File: src/hdl/spq_pkg.sv
`timescale 1ns / 1ps

package spq_pkg;

    // field widths of one entry
    localparam int PRIORITY_BITS = 8;
    localparam int PAYLOAD_BITS  = 32;
    localparam int COUNT_BITS    = 5;

    // default number of slots
    localparam int QUEUE_DEPTH_DEF = 16;

    // action codes on the input field
    localparam logic ACT_ENQ = 1'b0;
    localparam logic ACT_DEQ = 1'b1;

    // operation handed from front to back
    typedef enum logic {
        OP_ENQ = 1'b0,
        OP_DEQ = 1'b1
    } t_op;

    // result status codes
    typedef enum logic [1:0] {
        ST_DONE  = 2'd0,
        ST_FULL  = 2'd1,
        ST_EMPTY = 2'd2
    } t_status;

    typedef struct packed {
        logic                     action;
        logic [PRIORITY_BITS-1:0] entry_priority;
        logic [PAYLOAD_BITS-1:0]  entry_payload;
    } t_in_item;

    typedef struct packed {
        t_status                  status;
        logic                     out_valid;
        logic [PRIORITY_BITS-1:0] out_priority;
        logic [PAYLOAD_BITS-1:0]  out_payload;
        logic [COUNT_BITS-1:0]    held_count;
    } t_out_item;

    // classified request waiting for the back end
    typedef struct packed {
        t_op                      op;
        logic [PRIORITY_BITS-1:0] prio;
        logic [PAYLOAD_BITS-1:0]  payload;
    } t_cmd;

    // front-to-back request channel
    typedef struct packed {
        logic valid;
        t_cmd cmd;
    } t_cmd_chan;

endpackage

File: src/hdl/spq_front.sv
`timescale 1ns / 1ps

module spq_front
    import spq_pkg::*;
(
    input  logic      i_clk,
    input  logic      i_rst_n,
    input  logic      i_valid,
    output logic      o_stall,
    input  t_in_item  i_item,
    output t_cmd_chan o_chan,
    input  logic      i_pop
);

    // two-entry request queue
    t_cmd       r_mem [2];
    logic       r_wr_ptr;
    logic       r_rd_ptr;
    logic [1:0] r_cnt;

    logic push;
    logic pop;
    t_cmd cmd_in;

    // classify the incoming request
    always_comb begin
        cmd_in.op      = (i_item.action == ACT_DEQ) ? OP_DEQ : OP_ENQ;
        cmd_in.prio    = i_item.entry_priority;
        cmd_in.payload = i_item.entry_payload;
    end

    assign o_stall = (r_cnt == 2'd2);
    assign push    = i_valid && !o_stall;
    assign pop     = i_pop && (r_cnt != 2'd0);

    assign o_chan.valid = (r_cnt != 2'd0);
    assign o_chan.cmd   = r_mem[r_rd_ptr];

    // queue storage
    always_ff @(posedge i_clk) begin
        if (push) begin
            r_mem[r_wr_ptr] <= cmd_in;
        end
    end

    // pointers and fill count
    always_ff @(posedge i_clk) begin
        if (!i_rst_n) begin
            r_wr_ptr <= 1'b0;
            r_rd_ptr <= 1'b0;
            r_cnt    <= 2'd0;
        end else begin
            if (push) begin
                r_wr_ptr <= ~r_wr_ptr;
            end
            if (pop) begin
                r_rd_ptr <= ~r_rd_ptr;
            end
            case ({push, pop})
                2'b10:   r_cnt <= r_cnt + 2'd1;
                2'b01:   r_cnt <= r_cnt - 2'd1;
                default: r_cnt <= r_cnt;
            endcase
        end
    end

endmodule

File: src/hdl/spq_back.sv
`timescale 1ns / 1ps

module spq_back
    import spq_pkg::*;
#(
    parameter int QUEUE_DEPTH = QUEUE_DEPTH_DEF
) (
    input  logic      i_clk,
    input  logic      i_rst_n,
    input  t_cmd_chan i_chan,
    output logic      o_pop,
    output logic      o_valid,
    input  logic      i_stall,
    output t_out_item o_item
);

    localparam int CW = $clog2(QUEUE_DEPTH + 1);
    localparam logic [CW-1:0] DEPTH_C = CW'(QUEUE_DEPTH);

    // sorted cell array, slot 0 is the head
    logic [PRIORITY_BITS-1:0] r_slot_prio [QUEUE_DEPTH];
    logic [PAYLOAD_BITS-1:0]  r_slot_pay  [QUEUE_DEPTH];
    logic [CW-1:0]            r_occ;
    logic [CW-1:0]            n_occ;

    logic      r_res_valid;
    t_out_item r_res;
    t_out_item n_res;

    logic                   take;
    logic                   full;
    logic                   empty;
    logic                   do_enq;
    logic                   do_deq;
    logic [QUEUE_DEPTH-1:0] ge;
    logic [CW+COUNT_BITS-1:0] count_ext;

    assign take   = i_chan.valid && (!r_res_valid || !i_stall);
    assign o_pop  = take;
    assign full   = (r_occ == DEPTH_C);
    assign empty  = (r_occ == '0);
    assign do_enq = take && (i_chan.cmd.op == OP_ENQ) && !full;
    assign do_deq = take && (i_chan.cmd.op == OP_DEQ) && !empty;

    // each cell compares its held entry against the new priority
    for (genvar i = 0; i < QUEUE_DEPTH; i++) begin : g_cell
        localparam logic [CW-1:0] IDX = CW'(i);

        assign ge[i] = (IDX < r_occ) && (r_slot_prio[i] >= i_chan.cmd.prio);

        always_ff @(posedge i_clk) begin
            if (do_enq && !ge[i]) begin
                if (i == 0) begin
                    r_slot_prio[i] <= i_chan.cmd.prio;
                    r_slot_pay[i]  <= i_chan.cmd.payload;
                end else if (ge[(i == 0) ? 0 : i-1]) begin
                    r_slot_prio[i] <= i_chan.cmd.prio;
                    r_slot_pay[i]  <= i_chan.cmd.payload;
                end else begin
                    r_slot_prio[i] <= r_slot_prio[(i == 0) ? 0 : i-1];
                    r_slot_pay[i]  <= r_slot_pay[(i == 0) ? 0 : i-1];
                end
            end else if (do_deq && (i < QUEUE_DEPTH - 1)) begin
                r_slot_prio[i] <= r_slot_prio[(i < QUEUE_DEPTH - 1) ? i+1 : i];
                r_slot_pay[i]  <= r_slot_pay[(i < QUEUE_DEPTH - 1) ? i+1 : i];
            end
        end
    end

    // next occupancy
    always_comb begin
        n_occ = r_occ;
        if (do_enq) begin
            n_occ = r_occ + 1'b1;
        end else if (do_deq) begin
            n_occ = r_occ - 1'b1;
        end
    end

    assign count_ext = {{COUNT_BITS{1'b0}}, n_occ};

    // result of the request being taken
    always_comb begin
        n_res              = '0;
        n_res.status       = ST_DONE;
        n_res.held_count   = count_ext[COUNT_BITS-1:0];
        unique case (i_chan.cmd.op)
            OP_ENQ: begin
                if (full) begin
                    n_res.status = ST_FULL;
                end
            end
            OP_DEQ: begin
                if (empty) begin
                    n_res.status = ST_EMPTY;
                end else begin
                    n_res.out_valid    = 1'b1;
                    n_res.out_priority = r_slot_prio[0];
                    n_res.out_payload  = r_slot_pay[0];
                end
            end
            default: n_res.status = ST_DONE;
        endcase
    end

    // occupancy and result valid
    always_ff @(posedge i_clk) begin
        if (!i_rst_n) begin
            r_occ       <= '0;
            r_res_valid <= 1'b0;
        end else begin
            r_occ <= n_occ;
            if (take) begin
                r_res_valid <= 1'b1;
            end else if (!i_stall) begin
                r_res_valid <= 1'b0;
            end
        end
    end

    // result payload
    always_ff @(posedge i_clk) begin
        if (take) begin
            r_res <= n_res;
        end
    end

    assign o_valid = r_res_valid;
    assign o_item  = r_res;

    // occupancy stays within the slot count
    a_occ_bound: assert property (@(posedge i_clk) disable iff (!i_rst_n)
        r_occ <= DEPTH_C)
        else $error("occupancy beyond depth");

    // a served dequeue removes exactly one entry
    a_deq_count: assert property (@(posedge i_clk) disable iff (!i_rst_n)
        do_deq |=> (r_occ == $past(r_occ) - 1'b1))
        else $error("dequeue count mismatch");

    // an enqueue into a full array is reported as full
    a_full_flag: assert property (@(posedge i_clk) disable iff (!i_rst_n)
        (take && (i_chan.cmd.op == OP_ENQ) && full)
            |=> (r_res.status == ST_FULL) && (r_occ == DEPTH_C))
        else $error("full enqueue not flagged");

    // a returned entry always comes with done status
    a_valid_done: assert property (@(posedge i_clk) disable iff (!i_rst_n)
        (r_res_valid && r_res.out_valid) |-> (r_res.status == ST_DONE))
        else $error("returned entry with error status");

endmodule

File: src/hdl/stable_priority_queue.sv
`timescale 1ns / 1ps

// Stable bounded priority queue with QUEUE_DEPTH slots. Each request either
// enqueues a (priority, payload) entry or dequeues the head; entries leave in
// descending priority, equal priorities in arrival order. Every request gives
// exactly one result: status done, full (enqueue rejected) or empty (dequeue
// with nothing held), the dequeued entry when there is one, and the count held
// afterwards. A two-entry request queue feeds a sorted cell array in which all
// slots compare and shift in parallel, so the array serves one request per
// cycle and sustains that rate while the result side does not stall; a
// result is registered as the array takes its request. The slot storage needs
// no clearing after reset; only slots below the held count are ever read.
module stable_priority_queue
    import spq_pkg::*;
#(
    parameter int QUEUE_DEPTH = QUEUE_DEPTH_DEF
) (
    input  logic      i_clk,
    input  logic      i_rst_n,
    input  logic      i_valid,
    output logic      o_stall,
    input  t_in_item  i_item,
    output logic      o_valid,
    input  logic      i_stall,
    output t_out_item o_item
);

    t_cmd_chan chan;
    logic      pop;

    // request intake and classification
    spq_front u_front (
        .i_clk   (i_clk),
        .i_rst_n (i_rst_n),
        .i_valid (i_valid),
        .o_stall (o_stall),
        .i_item  (i_item),
        .o_chan  (chan),
        .i_pop   (pop)
    );

    // sorted cell array and result register
    spq_back #(
        .QUEUE_DEPTH (QUEUE_DEPTH)
    ) u_back (
        .i_clk   (i_clk),
        .i_rst_n (i_rst_n),
        .i_chan  (chan),
        .o_pop   (pop),
        .o_valid (o_valid),
        .i_stall (i_stall),
        .o_item  (o_item)
    );

endmodule

File: config.mk
export PLATFORM = sky130hd
export DESIGN_NAME = stable_priority_queue
export DESIGN_NICKNAME = d
export VERILOG_FILES = /design/src/hdl/spq_pkg.sv /design/src/hdl/spq_front.sv /design/src/hdl/spq_back.sv /design/src/hdl/stable_priority_queue.sv
export SDC_FILE = /design/constraint.sdc
export NUM_CORES = 2
export LEC_CHECK = 0
export BUFFER_PORTS_ARGS = -buffer_cell sky130_fd_sc_hd__buf_2
export CELL_PAD_IN_SITES_DETAIL_PLACEMENT = 0
export CELL_PAD_IN_SITES_GLOBAL_PLACEMENT = 1
export CORE_ASPECT_RATIO = 0.5
export CORE_UTILIZATION = 50
export DETAILED_ROUTE_END_ITERATION = 6
export PLACE_DENSITY = 0.76
export SETUP_SLACK_MARGIN = 0.1
export SLEW_MARGIN = 20
export SYNTH_ARGS = -nofsm -noshare
export SYNTH_HDL_FRONTEND = slang
export SYNTH_HIERARCHICAL = 1
export SYNTH_SLANG_ARGS = --single-unit
File: constraint.sdc
create_clock -name i_clk -period 13.35 [get_ports i_clk]
set_input_delay 2.0025 -clock i_clk [delete_from_list [all_inputs] [get_ports i_clk]]
set_output_delay 2.0025 -clock i_clk [all_outputs]
set_load 0.01 [all_outputs]
Word level (Yosys, flattened, before mapping)
Memories as Yosys holds them, arrays and structs flattened. A register that Yosys moved wholly into a read port is not among the register bits.
Cells that the tools add are included.
{ "op_classes": {"n_addsub": 4, "reduce_logical": 65, "bitwise": 63, "n_eq_ne": 5, "n_mux": 197, "magnitude_cmp": 32} }
{ "ops": {"columns": ["op", "count"], "rows": [
  ["$mux W32", 30],
  ["$mux W8", 30],
  ["$mux W1", 131],
  ["$ge A8 B8 Y1", 16],
  ["$or A1 B1 Y1", 60],
  ["$mux W41", 1],
  ["$lt A4 B5 Y1 const A", 8],
  ["$logic_and A1 B1 Y1", 39],
  ["$logic_not A1 Y1", 21],
  ["$lt A3 B5 Y1 const A", 4],
  ["$lt A1 B5 Y1 const A", 2],
  ["$lt A2 B5 Y1 const A", 2],
  ["$mux W5", 2],
  ["$pmux W2 S2", 2],
  ["$add A5 B1 Y5 const B", 1],
  ["$eq A5 B5 Y1 const B", 1],
  ["$logic_not A5 Y1", 1],
  ["$sub A5 B1 Y5 const B", 1],
  ["$eq A2 B2 Y1 const B", 2],
  ["$reduce_bool A2 Y1", 2],
  ["$not A1 Y1", 3],
  ["$add A2 B1 Y2 const B", 1],
  ["$eq A2 B1 Y1 const B", 1],
  ["$mux W2", 1],
  ["other kinds (4)", 4]
]} }
{ "word_totals": {"register_bits": 58, "memories": 3, "mem_bits_rw": 722, "wordCells": 379} }
{ "mem_list": {"columns": ["name", "depth", "word_bits", "rd", "rd_clocked_by_memory_dff", "wr", "line", "text"], "rows": [
  ["u_back.r_slot_pay", 16, 32, 16, 0, 16, "spq_back.sv:22", "logic [PAYLOAD_BITS-1:0] r_slot_pay [QUEUE_DEPTH];"],
  ["u_back.r_slot_prio", 16, 8, 16, 0, 16, "spq_back.sv:21", "logic [PRIORITY_BITS-1:0] r_slot_prio [QUEUE_DEPTH];"],
  ["u_front.r_mem", 2, 41, 1, 1, 1, "spq_front.sv:16", "t_cmd r_mem [2];"]
]} }

Longest topological paths before layout
{ "logic_depth": {"ltp_word": 10, "mapped_depth": 13, "mapped_depth_nobuf": 9} }

Cells and area by module
Netlist, hierarchy kept.
{ "modules_own_cells": {"columns": ["module", "seq_area_each_um2", "cells_per_inst", "area_each_um2", "n_inst"], "rows": [
  ["spq_back", 20779.9, 2775, 34693.3, 1],
  ["spq_front", 2562.5, 154, 3186.8, 1]
]} }

Least setup slack after synthesis
Ideal clock, no wire load.
{ "synth_timing": {"kind": "input-to-reg", "start": "input i_stall", "end": "memory u_back.r_slot_pay[8][0], in the netlist u_back/r_slot_pay[4][0] (enable)", "stages": 7, "t_arrival_ns": 5.595, "setup_slack_ns": 7.262, "path_cell_list": "a21bo_1 -> inv_1 -> nand2_1 -> buf_2 -> buf_2 -> buf_2 -> o21ai_0"} }
{ "synth_rtl": {"columns": ["element", "line", "text"], "rows": [
  ["start, declared", "stable_priority_queue.sv:24", "input logic i_stall,"],
  ["end, declared", "spq_back.sv:22", null]
]} }

==> reports/metrics.yaml <==
r2r.worst_path.cells: 11
ys_ff_latch: 781
die_width_um: 391
cts_tree: "yes"
placedCellCount: 3794
syn_avg_cell_area_um2: 12.9
worstPathRequired_ns: 13.60
finalHoldViolations: 0
r2r_end: "u_back/r_slot_prio[1][2]$_DFFE_PP_"
power_mw: 11.9
critical_path.endpoint: "u_back/r_slot_prio[1][2]$_DFFE_PP_"
area_growth_syn_to_layout_pct: 8.80
hold_buffers: 0
drive_gt1_share_pct: 13.5
die_y_um: 197
fmax_mhz: 193
fin_skew_ns: 0.0238
vias: 25900
synth_top_flop_cell: "edfxtp_1"
ys_warn_count: 6
htreeDepth: 3
crit_path_end_kind: "flop"
grt_overflow: 0
critPathSlowestCell: "or2_2"
report.final.slew_viol_count: 0
ys_top_cells_by_area: "edfxtp_1, a32oi_1, o21ai_0"
cts_sinks: 781
start_util_pct: 51.2
dp_hpwl_mm: 61.9
wl_mm: 95.3
path_max_fanout: 72
synth_cell_types: 60
crit_type: "flop to flop"
port_buffers: 94
final_nets: 3038
min_period_ns: 5.18
cts_resized: 0
rsz0062_at_grt: "false"
gp_congestion: 0.813
ys_async_sr_fraction_pct: 0
clock_latency_ns: 0.65
grt_antenna_before_repair: 0
path_common_cell: "buf_4"
io_pins: 95
synth_most_common_cell: "edfxtp_1"
arrival_ns: 5.42
drc: 0
finish.utilization_pct: 55.7
antenna_cells: 0
hold_class: "flop to flop"
synth-edff-count: 770
n_fill_cell: 6115
clockBufferDepth: 3
synthCells: 2929
worstMarginPinSlew_ns: 1.10
register_area_um2: 23300
grt_pass1_vias: 25500
status: "finished clean"
wl_per_cell_um: 24.3
postCtsSetupBuffers: 0
peakVddDrop_mv: 0.142
path_cells: "buf_4, mux2_2, inv_1, buf_4, ha_1, a211o_1, a31oi_1, o31ai_1, a21oi_4, buf_4, or2_2"
synth_area_um2: 37900
coreArea_um2: 74000
synth.net_count: 3107
finalSetupViolCount: 0
rows: 70
postRouteAntennaNets: 0
cts_root_buf: "clkbuf_16"
synth_top_area_share_pct: 61.0
multiInputGateArea_um2: 13400
grt_pass1_wl_mm: 150
cts_inserted_buffers: 71
gr-usage-all-layers_pct: 24.6
drv_cap: 0
via_per_inst: 6.61
setup_tns_ns: 0
dr.pass1.iters: 6
grt_max_degree: 91
finalCritPeriodShare_pct: 38.8
fin_cells: 3917
cellPowerDensity_nw_per_um2: 289
ff2ff_setup_slack_ns: 8.17
yosysSeqAreaShare_pct: 61.6
leakagePower_nw: 14.1
synth_common_cells: "edfxtp_1, o21ai_0, a32oi_1"
clk_pin_slew_ns: 0.07
max_slew_margin_pct: 26.5
crit_path_start_kind: "flop"
die_area_um2: 76900
synth_top_cell_by_area: "edfxtp_1"
drt_iter0_drc: 2794
critPathMaxStageDelay_ns: 0.98
## cells in the final DEF (no fill, tap or decap), drive strengths merged, types with 2 or more instances in the layout
cell type  count
edfxtp       770
o21ai        382
a32oi        279
nand2        163
buf          151
ha           133
a221o        125
a21oi        114
clkbuf        89
a22oi         81
and3          81
mux2          81
nor2          69
and2          56
nand2b        49
mux2i         40
o221a         36
inv           31
clkinv        27
a211o         12
nand4         11
nor2b         11
dfxtp         11
a211oi        10
o21a          10
or2           10
a31oi          9
o31ai          7
nand3          6
xnor2          6
a21o           6
nor3           6
bufinv         5
or3            5
o211ai         5
a2111oi        3
a41oi          2
a21boi         2
o21bai         2
## worst min-delay path by stage
stage	to	cells after the start	startpoint	slack [ns]
2_1_floorplan	u_front/r_wr_ptr$_SDFFE_PN0P_	2	u_front/r_wr_ptr$_SDFFE_PN0P_	0.46
3_3_place_gp	u_front/r_wr_ptr$_SDFFE_PN0P_	2	u_front/r_wr_ptr$_SDFFE_PN0P_	0.47
3_5_place_dp	u_front/r_wr_ptr$_SDFFE_PN0P_	2	u_front/r_wr_ptr$_SDFFE_PN0P_	0.47
4_1_cts	u_front/r_wr_ptr$_SDFFE_PN0P_	2	u_front/r_wr_ptr$_SDFFE_PN0P_	0.49
5_1_grt	u_front/r_wr_ptr$_SDFFE_PN0P_	2	u_front/r_wr_ptr$_SDFFE_PN0P_	0.52
6_report	u_front/r_wr_ptr$_SDFFE_PN0P_	2	u_front/r_wr_ptr$_SDFFE_PN0P_	0.49
## sequential cells by signal, indices dropped and copies added (netlist names), named ones only
| register | cells |
|---|---|
| u_front/r_cnt | 2 |
| u_front/r_wr_ptr | 1 |
| u_front/r_rd_ptr | 1 |
| u_back/r_slot_pay | 512 |
| u_back/o_valid | 1 |
| u_front/r_mem | 82 |
| u_back/o_item | 48 |
| u_back/r_slot_prio | 128 |
| u_back/r_occ | 5 |
## report_power, final
group / total [mW] / switching (mW) / internal (mW)
logic: 4.55 / 2.96 / 1.59
clock network: 2.01 / 0.915 / 1.10
registers: 5.33 / 0.713 / 4.62
## logic make-up after synthesis
family | after synthesis | synth area share (%)
compound gates | 1093 | 20.6
flops | 781 | 61.6
simple gates | 470 | 6.24
buf+inv | 324 | 3.51
fa+ha+maj | 133 | 4.39
mux | 121 | 3.46
xor+xnor | 7 | 0.162
## critical path, delay by kind of cell, from the launching register on
family	cells	cell delay (ns)
AO/OA/AOI/OAI	4	1.04
adder cells (fa/ha/maj)	1	0.28
buffers and inverters	4	1.55
flip-flops	1	0.31
multiplexers	1	0.50
AND/OR/NAND/NOR	1	0.98
## through the flow
step / setup WS (ns) / area (µm²) / hold WS (ns)
4_1_cts: 8.12 / 41200 / 0.486
3_5_place_dp: 7.68 / 39000 / 0.475
5_1_grt: 7.93 / 41200 / 0.519
2_1_floorplan: 7.26 / 37900 / 0.457
3_3_place_gp: 7.69 / 39000 / 0.467
6_report: 8.17 / 41200 / 0.489
## final cells by class
type,instances,area share (%)
multi-input combinational,1824,32.5
inverter,31,0.282
clock inverter,33,0.723
tap,1008,3.06
clock buffer,89,4.58
sequential,781,56.6
timing repair buffer,151,2.21
## layer usage
layer / wire [µm] / vias up / part of all wire (%) / track usage [%]
li1: - / 11800 / - / -
met1: 42800 / 13000 / 45 / 35.6
met2: 45300 / 967 / 48 / 39.1
met3: 5370 / 137 / 5.6 / 3.30
met4: 1830 / 0 / 1.9 / 6.67
met5: 0 / - / 0 / 0
Power figures use the tool's default switching activity.
